[config.mk]
export PLATFORM = sky130hd
export DESIGN_NAME = sai_front_flat
export DESIGN_NICKNAME = d
export VERILOG_FILES = /design/src/rtl/sai_pkg.sv /design/src/rtl/sai_if.sv /design/src/rtl/sai_front.sv /design/src/flat_wrapper.sv
export SDC_FILE = /design/constraint.sdc
export NUM_CORES = 1
export LEC_CHECK = 0
export BUFFER_PORTS_ARGS = -buffer_cell sky130_fd_sc_hd__buf_2
export CAP_MARGIN = 10
export CORE_UTILIZATION = 30
export CTS_BUF_LIST = sky130_fd_sc_hd__clkbuf_4 sky130_fd_sc_hd__clkbuf_8 sky130_fd_sc_hd__clkbuf_16
export DETAILED_ROUTE_END_ITERATION = 6
export PLACE_DENSITY_LB_ADDON = 0.1
export SYNTH_ARGS = -nofsm -noshare
export SYNTH_HDL_FRONTEND = slang
export SYNTH_SLANG_ARGS = --single-unit
[constraint.sdc]
create_clock -name i_clk -period 1.9 [get_ports i_clk]
set_input_delay 0.19 -clock i_clk [delete_from_list [all_inputs] [get_ports i_clk]]
set_output_delay 0.19 -clock i_clk [all_outputs]
set_load 0.03 [all_outputs]
[src/rtl/sai_pkg.sv]
// ----------------------------------------------------------------------------
// sai_pkg: shared types and constants of the sorted insert core
// Payload types, status codes and the job format passed front to back.
// ----------------------------------------------------------------------------
package sai_pkg;

    localparam int CAPACITY_DEF = 1024;
    localparam int VALUE_W      = 32;
    localparam int MOVES_W      = 11;

    typedef logic signed [VALUE_W-1:0] t_value;
    typedef logic [MOVES_W-1:0]        t_moves;
    typedef logic                      t_status;

    localparam t_status ST_INSERTED = 1'b0;
    localparam t_status ST_FULL     = 1'b1;

    // One classified item waiting for the back end.
    typedef struct packed {
        logic   full;
        t_value value;
    } t_job;

endpackage

[src/rtl/sai_if.sv]
// ----------------------------------------------------------------------------
// sai_if: channel interfaces of the sorted insert core
// Valid/ready channels for insert values and insert results.
// ----------------------------------------------------------------------------
interface sai_value_if;
    import sai_pkg::*;
    logic   valid;
    logic   ready;
    t_value value;
    modport source (output valid, output value, input ready);
    modport sink   (input valid, input value, output ready);
endinterface


[src/rtl/sai_front.sv]
// ----------------------------------------------------------------------------
// sai_front: input stage of the sorted insert core
// Accepts values and marks each one as insert or table full.
// ----------------------------------------------------------------------------
module sai_front #(
    parameter int CAPACITY = sai_pkg::CAPACITY_DEF
) (
    input  logic                          i_clk,
    input  logic                          i_rst_n,
    sai_value_if.sink                     i_value,
    input  logic                          i_q_full,
    output logic                          o_push,
    output sai_pkg::t_job                 o_job,
    output logic [$clog2(CAPACITY+1)-1:0] o_count
);
    import sai_pkg::*;

    localparam int CNT_W = $clog2(CAPACITY + 1);

    // Count of inserts already committed to the queue or the back end.
    logic [CNT_W-1:0] r_count, n_count;
    logic             full;

    assign full           = (r_count == CNT_W'(CAPACITY));
    assign i_value.ready  = !i_q_full;
    assign o_push         = i_value.valid && !i_q_full;
    assign o_job.full     = full;
    assign o_job.value    = i_value.value;

    always_comb begin
        n_count = r_count;
        if (o_push && !full) begin
            n_count = r_count + CNT_W'(1);
        end
    end

    always_ff @(posedge i_clk) begin
        if (!i_rst_n) begin
            r_count <= '0;
        end else begin
            r_count <= n_count;
        end
    end

    assign o_count = r_count;
endmodule

[src/flat_wrapper.sv]
// flat-port wrapper written by rule: the top's interface ports become plain ports
module sai_front_flat import sai_pkg::*;
#(
    parameter int CAPACITY = sai_pkg::CAPACITY_DEF
)
  (i_clk, i_rst_n, i_q_full, o_push, o_job, o_count, i_value_valid, i_value_value, i_value_ready);
  sai_value_if i_value_i ();
  input  logic i_clk;
  input  logic i_rst_n;
  input  logic i_q_full;
  output logic o_push;
  output sai_pkg::t_job o_job;
  output logic [$clog2(CAPACITY+1)-1:0] o_count;
  input wire logic [$bits(i_value_i.valid)-1:0] i_value_valid;
  input wire logic [$bits(i_value_i.value)-1:0] i_value_value;
  output wire logic [$bits(i_value_i.ready)-1:0] i_value_ready;
  assign i_value_i.valid = i_value_valid;
  assign i_value_i.value = i_value_value;
  assign i_value_ready = i_value_i.ready;
  sai_front #(.CAPACITY(CAPACITY)) u_core (.i_clk(i_clk), .i_rst_n(i_rst_n), .i_value(i_value_i), .i_q_full(i_q_full), .o_push(o_push), .o_job(o_job), .o_count(o_count));
endmodule
==> impl_metrics.tcl <==
set metrics [dict create \
    grt-ovfl-total 0 \
    synth.distinct_cells 25 \
    grt_setup_unrepaired "no" \
    cp.arrival_ns 1.59 \
    p_seq_frac 0.501 \
    num-nets-final 133 \
    synth_cells 107 \
    skew_ns 0.00146 \
    cts_tree "done" \
    cp.depth 3 \
    antenna_found_initial 0 \
    core_um2 2760 \
    grt_start_max_net_pins 12 \
    synth.area.mux_share 0.0231 \
    min_period_ns 1.78 \
    wl_met1_um 806 \
    yosys.area_share.simple 0.250 \
    grt_usage 0.124 \
    relSlewSlack 0.751 \
    clkPwrFrac 0.385 \
    cp_num_buf_inv 1 \
    diodes 0 \
    r2r_cells 3 \
    hold_slack_ns 0.258 \
    drv_slew 0 \
    max_stage_delay_ns 0.57 \
    die_height_um 55.8 \
    fillCellCount 297 \
    post_cts_buffers 0 \
    clkSlewWorstSetupHoldPaths_ns 0.08 \
    hold_viol 0 \
    hold_path_class "in2reg" \
    synth_compound_area_frac 0.120 \
    met3WireLength_um 194 \
    avgSynthCellArea_um2 8.10 \
    die-area_um2 3110 \
    p_int_mw 0.349 \
    top_layer_used "met4" \
    drcViolationCount 0 \
    dp.cells 121 \
    cts_root_buf "clkbuf_4" \
    cts_sinks 11 \
    cp_slowest_cell "or4_4" \
    ys_ff_latch 11 \
    final.setup.tns_ns 0 \
    synth-xor-area-share 0 \
    drive_above_1_share 0.298 \
    critPathCapture "o_job[32]" \
    final_core_util 0.282 \
    syn_area_um2 867 \
    antenna_left 0 \
    ios 82 \
    cap_violations 0 \
    reg2reg_setup_slack_ns 0.27 \
    worstMarginPinSlew_ns 0.371 \
    outcome "complete, no violations" \
    grt_pass1_vias 630 \
    final_cells 125 \
    yosys_warnings 0 \
    synth_top_family_by_area "buffers and inverters" \
    dp_hpwl_mm 1.38 \
    grt_pass1_wl_mm 3.04 \
    dr.pass1.iters 4 \
    critPathCaptureType "primary output" \
    fp.dieW_um 55.8 \
    htree_levels 1 \
    cts_buffer_depth 2 \
    startpoint_type "flop" \
    crit_chain "or4_4, nor3_2, buf_4" \
    port_buffers 17 \
    clk_latency_ns 0.27 \
    synth_fa_ha_area_frac 0.0289 \
    combPwrFrac 0.114 \
    synth_seq_area_share 0.254 \
    via_count 659 \
    r2r_end "u_core.o_count[1]$_SDFFE_PN0P_" \
    finalCritPeriodShare 0.937 \
    final-setup-viol-count 0 \
    switching_share 0.271 \
    cts_made_buffers 3 \
    vias_per_cell 5.27 \
    max_freq_ghz 0.562 \
    syn-num-nets 145 \
    wire_per_inst_um 14.5 \
    area_growth_pct -10.2 \
    start_util 0.314 \
    p_leak_nw 0.299 \
    path_max_fanout 8 \
    place.gp.congestion 0.693 \
    reg2reg_from "u_core.o_count[3]$_SDFFE_PN0P_" \
    drt_wl_total_mm 1.81 \
    critPathKind "reg2out" \
    peakVddDrop_v 0.000242 \
    critPathLaunch "u_core.o_count[3]$_SDFFE_PN0P_" \
    power.switching_mw 0.129 \
    pwr_density_cell_nw_per_um2 614 \
    drtIter0Drc 28 \
    dr_wl_met2_um 755 \
    largest_reg_flops 11 \
    rows 19 \
    crit_required_ns 1.71 \
    hold_buffers 0 \
    path_delay_family "simple AND/OR/NAND/NOR gates" \
]
-- area by class of cell --
cell class | count | area (µm²) | area share
multi-input cells | 55 | 374 | 0.481
flip-flops and latches | 11 | 221 | 0.285
repair buffers | 17 | 87.6 | 0.113
well taps | 31 | 38.8 | 0.0498
clock buffers | 4 | 30.0 | 0.0386
inverters | 7 | 26.3 | 0.0338
-- synthesized netlist by cell type --
master,n,area share
a21oi_1,6,0.035
nand4_1,2,0.014
or4b_1,1,0.012
mux2i_1,2,0.023
nand2_1,9,0.039
or2b_2,1,0.010
nor4_1,2,0.014
nor3_1,1,0.0058
and4bb_2,1,0.014
or4_1,5,0.043
nor2b_1,1,0.0072
nand4b_1,1,0.010
o31ai_1,3,0.026
or4_4,1,0.013
or3_2,1,0.0087
or3_1,3,0.022
nand2b_1,1,0.0072
dfxtp_1,11,0.25
o2111ai_1,3,0.030
nand3b_1,2,0.017
nand3_1,2,0.012
inv_1,7,0.030
o21ai_0,5,0.029
ha_1,2,0.029
buf_4,34,0.29
-- power by group through the flow --
stage	clock, mW	combinational (mW)	sequential, mW
after floorplan	0	0.157	0.252
after global placement	0	0.0540	0.246
after detailed placement	0	0.0551	0.245
after CTS	0.190	0.0551	0.240
after global routing	0.202	0.0610	0.240
final	0.184	0.0544	0.239
-- worst min-delay path: stages --
cell and delay (ns):
buf_2 0.16, nand2_1 0.08, mux2i_1 0.05
-- cell families after synthesis --
group	after synthesis
AOI/OAI and AO/OA	17
adders and majority gates	2
buffers and inverters	41
DFF	11
muxes	2
and+or+nand+nor	34
-- per-stage QoR --
stage	instance area (µm²)	setup WS, ns	power, mW
CTS	768	0.00341	0.484
floorplan	867	0.196	0.409
global route	778	0.0175	0.503
detailed placement	736	0.260	0.300
finish	778	0.120	0.478
global placement	736	0.289	0.300
-- worst min path at each step --
stage / from / to / slack (ns) / cells past startpoint
CTS: i_rst_n / u_core.o_count[9]$_SDFFE_PN0P_ / 0.25 / 3
floorplan: i_rst_n / u_core.o_count[5]$_SDFFE_PN0P_ / 0.39 / 2
finish: i_rst_n / u_core.o_count[9]$_SDFFE_PN0P_ / 0.26 / 3
detailed placement: i_value_value[15] / o_job[15] / 0.38 / 0
global route: i_rst_n / u_core.o_count[9]$_SDFFE_PN0P_ / 0.29 / 3
global placement: i_value_value[15] / o_job[15] / 0.38 / 0
-- metal layers --
layer  up-vias  global-route usage
met3        16              0.0442
met4         0               0.111
met2        38               0.169
met5         -                   0
li1        324                   -
met1       281               0.153
-- timing repair --
| action | CTS | global route |
|---|---|---|
| endpoints found under the setup margin | 1 | 1 |
| gates resized for setup | 1 | 3 |
| cloned | 0 | 0 |
| hold endpoints to repair | 0 | 0 |
-- cells in the final DEF, fill, tap and decap left out, drive strengths merged --
cell,Yosys,routed
dfxtp,11,11
nor2b,1,1
or3,4,4
nand4,2,2
and4bb,1,1
nand2,9,9
nor4,2,2
o2111ai,3,3
nand4b,1,1
nand3,2,2
or4b,1,1
nand2b,1,1
nor3,1,1
or2b,1,1
buf,34,17
clkbuf,0,4
or4,6,6
o21ai,5,5
inv,7,7
mux2i,2,2
nand3b,2,2
ha,2,2
a21oi,6,6
o31ai,3,3
Power figures use the tool's default switching activity.
