**src/rtl/sai_pkg.sv**
```systemverilog
// ----------------------------------------------------------------------------
// sai_pkg: shared types and constants of the sorted insert core
// Payload types, status codes and the job format passed front to back.
// ----------------------------------------------------------------------------
package sai_pkg;

    localparam int CAPACITY_DEF = 1024;
    localparam int VALUE_W      = 32;
    localparam int MOVES_W      = 11;

    typedef logic signed [VALUE_W-1:0] t_value;
    typedef logic [MOVES_W-1:0]        t_moves;
    typedef logic                      t_status;

    localparam t_status ST_INSERTED = 1'b0;
    localparam t_status ST_FULL     = 1'b1;

    // One classified item waiting for the back end.
    typedef struct packed {
        logic   full;
        t_value value;
    } t_job;

endpackage

```
**src/rtl/sai_queue.sv**
```systemverilog
// ----------------------------------------------------------------------------
// sai_queue: two-entry job queue
// Decouples the front end from the back end.
// ----------------------------------------------------------------------------
module sai_queue (
    input  logic            i_clk,
    input  logic            i_rst_n,
    input  logic            i_push,
    input  sai_pkg::t_job   i_job,
    output logic            o_full,
    input  logic            i_pop,
    output logic            o_valid,
    output sai_pkg::t_job   o_job
);
    import sai_pkg::*;

    t_job       r_slot [2];
    logic       r_wr_ptr, n_wr_ptr;
    logic       r_rd_ptr, n_rd_ptr;
    logic [1:0] r_fill, n_fill;

    always_comb begin
        n_wr_ptr = r_wr_ptr;
        n_rd_ptr = r_rd_ptr;
        n_fill   = r_fill;
        if (i_push) begin
            n_wr_ptr = ~r_wr_ptr;
        end
        if (i_pop) begin
            n_rd_ptr = ~r_rd_ptr;
        end
        if (i_push && !i_pop) begin
            n_fill = r_fill + 2'd1;
        end else if (i_pop && !i_push) begin
            n_fill = r_fill - 2'd1;
        end
    end

    always_ff @(posedge i_clk) begin
        if (!i_rst_n) begin
            r_wr_ptr <= 1'b0;
            r_rd_ptr <= 1'b0;
            r_fill   <= 2'd0;
        end else begin
            r_wr_ptr <= n_wr_ptr;
            r_rd_ptr <= n_rd_ptr;
            r_fill   <= n_fill;
        end
    end

    always_ff @(posedge i_clk) begin
        if (i_push) begin
            r_slot[r_wr_ptr] <= i_job;
        end
    end

    assign o_full  = (r_fill == 2'd2);
    assign o_valid = (r_fill != 2'd0);
    assign o_job   = r_slot[r_rd_ptr];
endmodule

```
**config.mk**
```make
export PLATFORM = sky130hd
export DESIGN_NAME = sai_queue
export DESIGN_NICKNAME = d
export VERILOG_FILES = /design/src/rtl/sai_pkg.sv /design/src/rtl/sai_queue.sv
export SDC_FILE = /design/constraint.sdc
export NUM_CORES = 1
export LEC_CHECK = 0
export BUFFER_PORTS_ARGS = -buffer_cell sky130_fd_sc_hd__buf_4
export CELL_PAD_IN_SITES_DETAIL_PLACEMENT = 2
export CELL_PAD_IN_SITES_GLOBAL_PLACEMENT = 2
export CORE_ASPECT_RATIO = 1.75
export CORE_UTILIZATION = 40
export CTS_CLUSTER_SIZE = 25
export DETAILED_ROUTE_END_ITERATION = 12
export PLACE_DENSITY_LB_ADDON = 0.3
export SYNTH_ARGS = -nofsm -noshare
export SYNTH_HDL_FRONTEND = slang
export SYNTH_SLANG_ARGS = --single-unit
```
**constraint.sdc**
```tcl
create_clock -name i_clk -period 4.3 [get_ports i_clk]
set_input_delay 0.43 -clock i_clk [delete_from_list [all_inputs] [get_ports i_clk]]
set_output_delay 0.43 -clock i_clk [all_outputs]
set_load 0.01 [all_outputs]
```
==> results by group, run 1 <==
Yosys
  • Distinct cells, synth: 17
  • XOR/XNOR Fraction of Synth Area: under 10%
  • Synth Area in Compound Gates: less than 1%
  • Yosys top cell area share: about three quarters
  • Adder-Cell Fraction of Synth Area: 0.481%
  • Ys Warns: 0
  • Most instantiated cells after synthesis: 66 x edfxtp_1, 33 x mux2_2, 5 x dfxtp_1
  • Synth area leader: edfxtp_1
  • Flops & latches, synth: slightly above 70
  • Sequential fraction of the synthesis area: around 80%
  • Largest family of logic cells by synthesized area: multiplexers
  • Post-synthesis simple-gate area fraction: roughly 2.3%
  • Count leader, synth: edfxtp_1
  • Primary FF master, synth: edfxtp_1
  • Synthesized area per cell: approximately 21 sq um
  • EDFF count, synth: 66
  • Fraction of registers with async set/reset: 0%
  • Synth area leaders: edfxtp_1 76%, mux2_2 14%, dfxtp_1 3.8%, and2_1 0.96%, buf_4 0.87%
  • Synth Cell Area: approximately 0.0026 sq mm
  • Mapped Nets: 163
  • Synth Instances: between 100 and 150
  • Mux cell area share after synthesis: around 14%

Place
  • Placed Area: around 0.0032 sq mm
  • # port buffers: between 70 and 80
  • DP Worst Slack: 2.25 ns
  • Hpwl dp: slightly above 4000 um
  • Final RePlAce weighted congestion: between 0.6 and 0.7

Cells and area
  • Fraction of layout cells with a size suffix above 1: ~57%
  • Post-route cell area: between 0.003 and 0.004 sq mm
  • Diodes inserted: 0
  • Final net count: between 200 and 250
  • Area grow syn2layout: 30.3%

Pwr
  • Clock power frac: about 31%
  • Switch Pwr: approximately 0.32 mW
  • Flop pwr share: between 50% and 60%
  • Maximum vdd drop: ~230 uV
  • Power per Cell Area: about 430 mW/mm^2
  • Pint: between 1 and 1.5 mW
  • Static Leakage: 1.28 nW
  • Total power: about 1.5 mW
  • Switching share of power: between 20% and 30%
  • Share of total power in combinational logic: between 10% and 20%

Run status
  • Status: completed

Clock network
  • Clock sink total: 71
  • CTS Hold Bufs: 0
  • Worst skew pair latency: ~0.34 ns
  • Cts bufs inserted: 9
  • CTS max path bufs: 2
  • Clk pin slew, worst setup/hold paths: 0.07 ns
  • # H-tree levels: 3
  • Resized Gates After CTS: 0
  • CTS tree: built
  • Root Buffer: clkbuf_8
  • Post-CTS setup buffers: 0

Drt
  • Vias: 1,377
  • Drt wl/cell: 20.7 um
  • Detailed Route Iter0 Violations: 91
  • TritonRoute pass-1 iters: 4
  • Post-route DRC: 0
  • DRT antenna net count: 0
  • DR vias/cell: approximately 4.7
  • Wire length after detailed routing: around 6000 um

Flow run
  • Max Cap Viol: 0

Floorplan
  • Initial Util: between 40% and 50%
  • Cell Rows: 38
  • Die X: approximately 63 um
  • Core area: just over 0.006 sq mm
  • Die Span Y: 109 um
  • I/O pin total: ~70
  • Die area: just under 0.007 sq mm

Worst setup path
  • Crit path launch type: flip-flop
  • WP data required: 3.87 ns
  • CP arrival: 1.93 ns
  • Crit-path max FO: 23
  • Kind of critical path: reg2out
  • Worst setup EP type: output pin

GRT
  • First-pass GRT wire length: around 8800 um
  • Vias in the first global route: about 1.6k
  • Total GRT Usage: 19.1%
  • Largest net degree at the start of global routing: 35
  • Total congestion overflow: 0
  • Initial antenna violation count: 0

Min path
  • Hold WC Path Type: in2reg

Timing
  • Slew Viols, Final: 0
  • Fin. Hold Viols: 0
  • Period utilization: a little over half
  • Setup TNS: 0 ns
  • Setup WS post-layout: slightly below 2 ns
  • Fmax: 424 MHz
  • Headroom to the max-slew limit: between 30% and 40%
  • Final Setup Violations: 0
  • Skew final: a little over 0.009 ns
  • Tightest Pin Transition: between 0.9 and 1 ns
  • RSZ-0062 raised after global routing: false
  • Post-layout min period: roughly 2.4 ns
[flip-flops by register name, indices dropped and copies added, names as in the netlist, named ones only]
| register | cells |
|---|---|
| r_fill | 2 |
| r_rd_ptr | 1 |
| r_slot | 66 |
| r_wr_ptr | 1 |
[path summary, 6_finish.rpt]
| kind | startpoint | end | slack (ns) | cells after the start |
|---|---|---|---|---|
| setup / recovery | flip-flop | o_job[14] | 1.94 | 3 |
| hold / removal | i_job[9] | r_slot[0][9] | 0.27 | 1 |
| setup reg to reg | r_wr_ptr | r_slot[0][11] | 2.77 | 1 |
| hold reg to reg | r_fill[1] | r_fill[1] | 0.58 | 2 |
[area by class of cell]
type,instances,area (sq um)
clock buffer,15,156
clock inverter,1,3.75
fill,548,2840
inverter,1,3.75
multi-input combinational,49,497
sequential,71,2080
tap,80,100
timing repair buffer,73,548
[cell families (layout without fill, tap and decap cells)]
| logic type | Yosys count | after routing |
|---|---|---|
| AOI/OAI and AO/OA | 3 | 3 |
| xor gates and xnor gates | 3 | 3 |
| adders and majority gates | 1 | 1 |
| buffers and inverters | 5 | 90 |
| DFF | 71 | 71 |
| muxes | 33 | 33 |
| and+or+nand+nor | 9 | 9 |
[power groups by stage]
stage | logic (mW) | registers (mW) | clock network [mW]
6_report | 0.194 | 0.815 | 0.442
5_1_grt | 0.207 | 0.818 | 0.484
4_1_cts | 0.200 | 0.816 | 0.460
3_5_place_dp | 0.196 | 0.830 | 0
3_3_place_gp | 0.185 | 0.824 | 0
2_1_floorplan | 0.0967 | 0.819 | 0
[cell usage in the layout (no fill, tap or decap), types with 2 or more instances in the layout]
| cell | count |
|---|---|
| and2_1 | 4 |
| buf_4 | 73 |
| clkbuf_1 | 5 |
| clkbuf_8 | 10 |
| dfxtp_1 | 5 |
| edfxtp_1 | 66 |
| mux2_2 | 33 |
| xor2_1 | 2 |
[stage by stage]
stage,hold slack [ns],util [%],cells
after floorplan,0.461,-,125
after global placement,0.483,51.9,274
after detailed placement,0.563,51.9,274
after CTS,0.250,54.4,290
after global routing,0.247,54.4,290
final,0.274,54.4,290
[per-layer routing]
layer / global-route usage (%) / up-vias / part of all wire [%]
met5: 0 / - / 0
li1: - / 639 / -
met3: 5.54 / 8 / 4.4
met1: 18.1 / 682 / 33
met2: 36.5 / 48 / 61
met4: 9.47 / 0 / 1.6
[worst max-delay path: stages, from the launching register on]
cell and delay (ns):
dfxtp_1 0.64, buf_4 0.41, mux2_2 0.40, buf_4 0.15
Note: power is estimated with default switching activity, not from simulation.
==> run 2: changes to the inputs <==
--- a/config.mk
+++ b/config.mk
@@ -9,7 +9,7 @@
 export CELL_PAD_IN_SITES_DETAIL_PLACEMENT = 2
 export CELL_PAD_IN_SITES_GLOBAL_PLACEMENT = 2
 export CORE_ASPECT_RATIO = 1.75
-export CORE_UTILIZATION = 40
+export CORE_UTILIZATION = 33
 export CTS_CLUSTER_SIZE = 25
 export DETAILED_ROUTE_END_ITERATION = 12
 export PLACE_DENSITY_LB_ADDON = 0.3
==> constraint.sdc (replaced) <==
create_clock -name i_clk -period 2.02 [get_ports i_clk]
set_input_delay 0.202 -clock i_clk [delete_from_list [all_inputs] [get_ports i_clk]]
set_output_delay 0.202 -clock i_clk [all_outputs]
set_load 0.01 [all_outputs]
==> run 2 against run 1 <==
Against the previous run:
- first-iteration DRC count decreased by 54%
- cell count increased by 3.8%
- clock skew decreased by 0.0054 ns
- critical path depth unchanged
- sequential share of layout area decreased by 3.2 points
- via count increased by 1.5%
==> results by group, run 2 (synthesis gave the netlist of run 1 again) <==
Cells and area
  • Commonest non-fill, non-tap cell in the layout: buf_4
  • Post-route cell area: about 0.0036 sq mm
  • Area grow syn2layout: 37.5%
  • Filler cell count: roughly 730
  • Most flops, register: r_slot
  • Diodes inserted: 0
  • Final net count: 246
  • Top flop regs: r_slot (66), r_fill (2)
  • Fraction of layout cells with a size suffix above 1: slightly below 60%
  • Most frequent cells in the layout: 75 x buf_4, 66 x edfxtp_1, 33 x mux2_2, 9 x clkbuf_16, 5 x dfxtp_1
  • Max FFs per register: 66
  • Non-Filler Instances: roughly 300

Timing
  • Setup WS post-layout: around 0.20 ns
  • Final Setup Violations: 0
  • RSZ-0062 raised after global routing: false
  • Headroom to the max-slew limit: roughly three quarters
  • Setup TNS: 0 ns
  • Fmax: 549 MHz
  • Fin. Hold Viols: 0
  • Post-layout min period: about 1.8 ns
  • Final hold slack: ~0.06 ns
  • Tightest Pin Transition: around 0.36 ns
  • Skew final: 0.00371 ns
  • Period utilization: between 90% and 100%
  • Slew Viols, Final: 0

Flow run
  • Max Cap Viol: 0

Clock network
  • Clock sink total: a little over 70
  • CTS tree: built
  • Root Buffer: clkbuf_16
  • Worst skew pair latency: approximately 0.33 ns
  • Post-CTS setup buffers: 0
  • Resized Gates After CTS: 0
  • CTS Hold Bufs: 0
  • # H-tree levels: 3
  • CTS max path bufs: 2
  • Clk pin slew, worst setup/hold paths: around 0.060 ns
  • Cts bufs inserted: 9

Worst setup path
  • Critical path, cell by cell: buf_12 -> mux2_2 -> buf_4
  • CP arrival: roughly 1.6 ns
  • Buf+Inv Stages, Crit Path: 2
  • Worst setup EP type: output pin
  • Crit path max-delay family: flip-flops
  • Crit path launch type: flip-flop
  • WP data required: between 1.5 and 2 ns
  • Critical Path Max Stage Delay: 0.53 ns
  • Critical Path Slowest Stage Cell: dfxtp_1
  • Kind of critical path: reg2out
  • Crit-path max FO: 27

Place
  • Placed Instances: about 290
  • Final RePlAce weighted congestion: around 0.62
  • Placed Area: about 0.0033 sq mm
  • Hpwl dp: between 3000 and 4000 um
  • DP Worst Slack: just over 0.5 ns
  • # port buffers: just over 70

Drt
  • Wire length after detailed routing: 5490 um
  • Drt wl/cell: roughly 18 um
  • DR vias/cell: about 4.6
  • Met3 wire length: around 250 um
  • Top Metal Used: met4
  • Met1 Wirelength: 1900 um
  • Vias: between 1k and 1.5k
  • TritonRoute pass-1 iters: 3
  • Post-route DRC: 0
  • DRT antenna net count: 0
  • Met2 Routed Length: around 3200 um
  • Detailed Route Iter0 Violations: 42

Floorplan
  • Die Span Y: between 100 and 150 um
  • Die X: ~69 um
  • I/O pin total: just over 70
  • Cell Rows: 42
  • Core area: 0.00762 sq mm
  • Die area: slightly above 0.008 sq mm
  • Initial Util: roughly a third

GRT
  • Total GRT Usage: between 10 and 15%
  • Largest net degree at the start of global routing: 28
  • Vias in the first global route: ~1.6k
  • Total congestion overflow: 0
  • Initial antenna violation count: 0
  • First-pass GRT wire length: roughly 8600 um

Pwr
  • Maximum vdd drop: about 1000 uV
  • Power per Cell Area: 1050 mW/mm^2
  • Static Leakage: 1.37 nW

Run status
  • Status: completed

Min path
  • Hold WC Path Type: in2reg
[run 2: final timing paths]
kind,start,endpoint,slack [ns],cells past startpoint
max,flip-flop,o_job[11],0.20,3
min,i_job[23],r_slot[1][23],0.06,1
max reg2reg,r_wr_ptr,r_slot[1][15],0.86,2
min reg2reg,r_fill[1],r_fill[1],0.53,2
[run 2: where the power goes]
| group | internal [mW] | switching [mW] | leakage, nW |
|---|---|---|---|
| Combinational | 0.236 | 0.182 | 0.560 |
| Clock | 1.06 | 0.532 | 0.147 |
| Sequential | 1.70 | 0.0321 | 0.661 |
[run 2: area by class of cell]
cell class	instances	area, sq um	share of cell area [%]
inverter	1	3.75	0.105
multi-input combinational	49	497	13.9
clock buffer	10	229	6.40
sequential	71	2080	58.2
clock inverter	6	75.1	2.10
tap	88	110	3.08
timing repair buffer	76	583	16.3
[run 2: stage by stage]
stage | util (%) | power [mW]
after global placement | 43.0 | 2.16
after CTS | 47.0 | 3.80
after global routing | 47.0 | 3.88
after detailed placement | 43.0 | 2.19
final | 47.0 | 3.74
after floorplan | - | 1.95
[run 2: metal layers]
layer	global-route usage, %	up-vias
met1	14.8	692
li1	-	647
met2	26.3	51
met3	4.15	8
met5	0	-
met4	8.55	0
==> run 3: changes to the inputs <==
--- a/config.mk
+++ b/config.mk
@@ -9,7 +9,8 @@
 export CELL_PAD_IN_SITES_DETAIL_PLACEMENT = 2
 export CELL_PAD_IN_SITES_GLOBAL_PLACEMENT = 2
 export CORE_ASPECT_RATIO = 1.75
-export CORE_UTILIZATION = 33
+export CORE_UTILIZATION = 35
+export CTS_BUF_LIST = sky130_fd_sc_hd__clkbuf_8
 export CTS_CLUSTER_SIZE = 25
 export DETAILED_ROUTE_END_ITERATION = 12
 export PLACE_DENSITY_LB_ADDON = 0.3
==> run 3 against run 2 <==
Against the previous run:
- non-clock buffer count up 1
- power down 15%
- critical path depth unchanged
- combinational power about the same
- cell count down 0.33%
- clock power down 35%
- utilization up 1.1 points
- die area down 5.6%
- maximum frequency up 5.7%
- sequential cell count unchanged
- register-to-register slack worse by 0.13 ns
==> results by group, run 3 (synthesis gave the netlist of run 1 again) <==
Run status
  • Status: completed

Clock network
  • Clk pin slew, worst setup/hold paths: 0.07 ns
  • Clock sink total: 71
  • # H-tree levels: 3
  • Worst skew pair latency: 0.34 ns
  • CTS tree: built
  • CTS Hold Bufs: 0
  • Post-CTS setup buffers: 0
  • Root Buffer: clkbuf_8
  • CTS max path bufs: 2
  • Resized Gates After CTS: 0
  • Cts bufs inserted: 9

Cells and area
  • Most frequent cells in the layout: 77 x buf_4, 66 x edfxtp_1, 33 x mux2_2, 9 x clkbuf_8, 5 x dfxtp_1
  • Commonest non-fill, non-tap cell in the layout: buf_4
  • Most flops, register: r_slot
  • Final net count: approximately 250
  • Top flop regs: r_slot (66), r_fill (2)
  • Diodes inserted: 0
  • Max FFs per register: 66
  • Area grow syn2layout: 32.5%
  • Fraction of layout cells with a size suffix above 1: 58.4%

GRT
  • Largest net degree at the start of global routing: 22
  • Initial antenna violation count: 0
  • Total GRT Usage: approximately 16%
  • First-pass GRT wire length: 8140 um
  • Vias in the first global route: around 1.6k
  • Total congestion overflow: 0

Flow run
  • Max Cap Viol: 0

Drt
  • Drt wl/cell: 18.2 um
  • Wire length after detailed routing: between 5000 and 6000 um
  • DR vias/cell: between 4 and 5
  • Detailed Route Iter0 Violations: 18
  • TritonRoute pass-1 iters: 3
  • Vias: between 1k and 1.5k
  • Post-route DRC: 0
  • DRT antenna net count: 0

Min path
  • Hold WC Path Type: in2reg
  • Hold Path Cell Cnt: 1

Floorplan
  • Die X: 67.2 um
  • Core area: 0.00718 sq mm
  • Die Span Y: 116 um
  • Die area: 0.00780 sq mm
  • Initial Util: between 30% and 40%
  • Cell Rows: 41
  • I/O pin total: around 70

Pwr
  • Total power: ~3.2 mW
  • Static Leakage: 1.32 nW
  • Power per Cell Area: approximately 920 mW/mm^2
  • Maximum vdd drop: 639 uV

Timing
  • Fin. Hold Viols: 0
  • Period utilization: 85.3%
  • Tightest Pin Transition: between 0.3 and 0.4 ns
  • Fmax: 581 MHz
  • Post-layout min period: 1.72 ns
  • Slew Viols, Final: 0
  • Setup TNS: 0 ns
  • Final Setup Violations: 0
  • Skew final: between 0.006 and 0.007 ns
  • RSZ-0062 raised after global routing: false
  • Headroom to the max-slew limit: between 70% and 80%

Worst setup path
  • Worst setup EP type: output pin
  • Worst setup endpoint: o_job[30]
  • Worst R2R Start: r_wr_ptr
  • Crit-path max FO: 21
  • CP arrival: ~1.5 ns
  • R2R cell count: 2
  • Kind of critical path: reg2out
  • Crit path launch type: flip-flop
  • WP data required: around 1.8 ns
  • Reg2reg setup slack: between 0.7 and 0.8 ns
  • Worst reg2reg path endpoint: r_slot[0][5]

Place
  • Final RePlAce weighted congestion: around 0.67
  • # port buffers: 71
  • Hpwl dp: about 4000 um
[run 3: changes by cell type in the layout (fill, tap and decap cells not counted)]
cell	before	now
clkbuf_16	9	0
clkbuf_8	0	9
clkinv_1	4	1
inv_1	1	4
buf_4	75	77
buf_12	1	0
bufinv_16	2	1
clkbuf_1	1	0
clkinv_2	0	1
clkinvlp_4	0	1
[run 3: worst max-delay path, stage by stage, from the launching register on]
cell and delay, ns:
dfxtp_1 0.34, buf_4 0.30, mux2_2 0.39, buf_4 0.15
[run 3: per-stage QoR]
stage	cell area [sq um]	util [%]	std cells	setup slack [ns]	hold WS, ns
2_1_floorplan	2610	-	125	0.405	0.301
3_3_place_gp	3270	45.5	284	0.681	0.387
5_1_grt	3450	48.0	300	0.188	0.00741
6_report	3450	48.0	300	0.298	0.0384
3_5_place_dp	3270	45.5	284	0.648	0.390
4_1_cts	3450	48.0	300	0.239	0.00935
[run 3: power by group]
group          internal [mW]  total, mW  switching [mW]
clock network          0.550       1.03           0.484
logic                  0.233      0.417           0.184
registers               1.70       1.72          0.0268
total                   2.48       3.17           0.695
[run 3: final cells by class]
type,count,area [sq um]
fillers,678,3730
flip-flops and latches,71,2080
repair buffers,77,578
multi-input cells,49,497
clock buffers,9,124
well taps,86,108
clock inverters,7,57.6
inverters,1,3.75
[run 3: worst min-delay path by stage]
stage,startpoint,end,slack (ns)
final,i_job[4],r_slot[0][4],0.04
after CTS,i_job[13],r_slot[0][13],0.009
after detailed placement,i_job[0],r_slot[0][0],0.39
after global placement,i_job[0],r_slot[0][0],0.39
after global routing,i_job[28],r_slot[0][28],0.007
after floorplan,i_job[0],r_slot[0][0],0.30
[run 3: per-layer routing]
metal | up-vias | routed length [um] | track usage [%] | part of all wire, %
li1 | 650 | - | - | -
met1 | 692 | 1720 | 12.9 | 32
met2 | 51 | 3290 | 29.9 | 60
met3 | 8 | 317 | 5.91 | 5.8
met4 | 0 | 132 | 9.36 | 2.4
met5 | - | 0 | 0 | 0
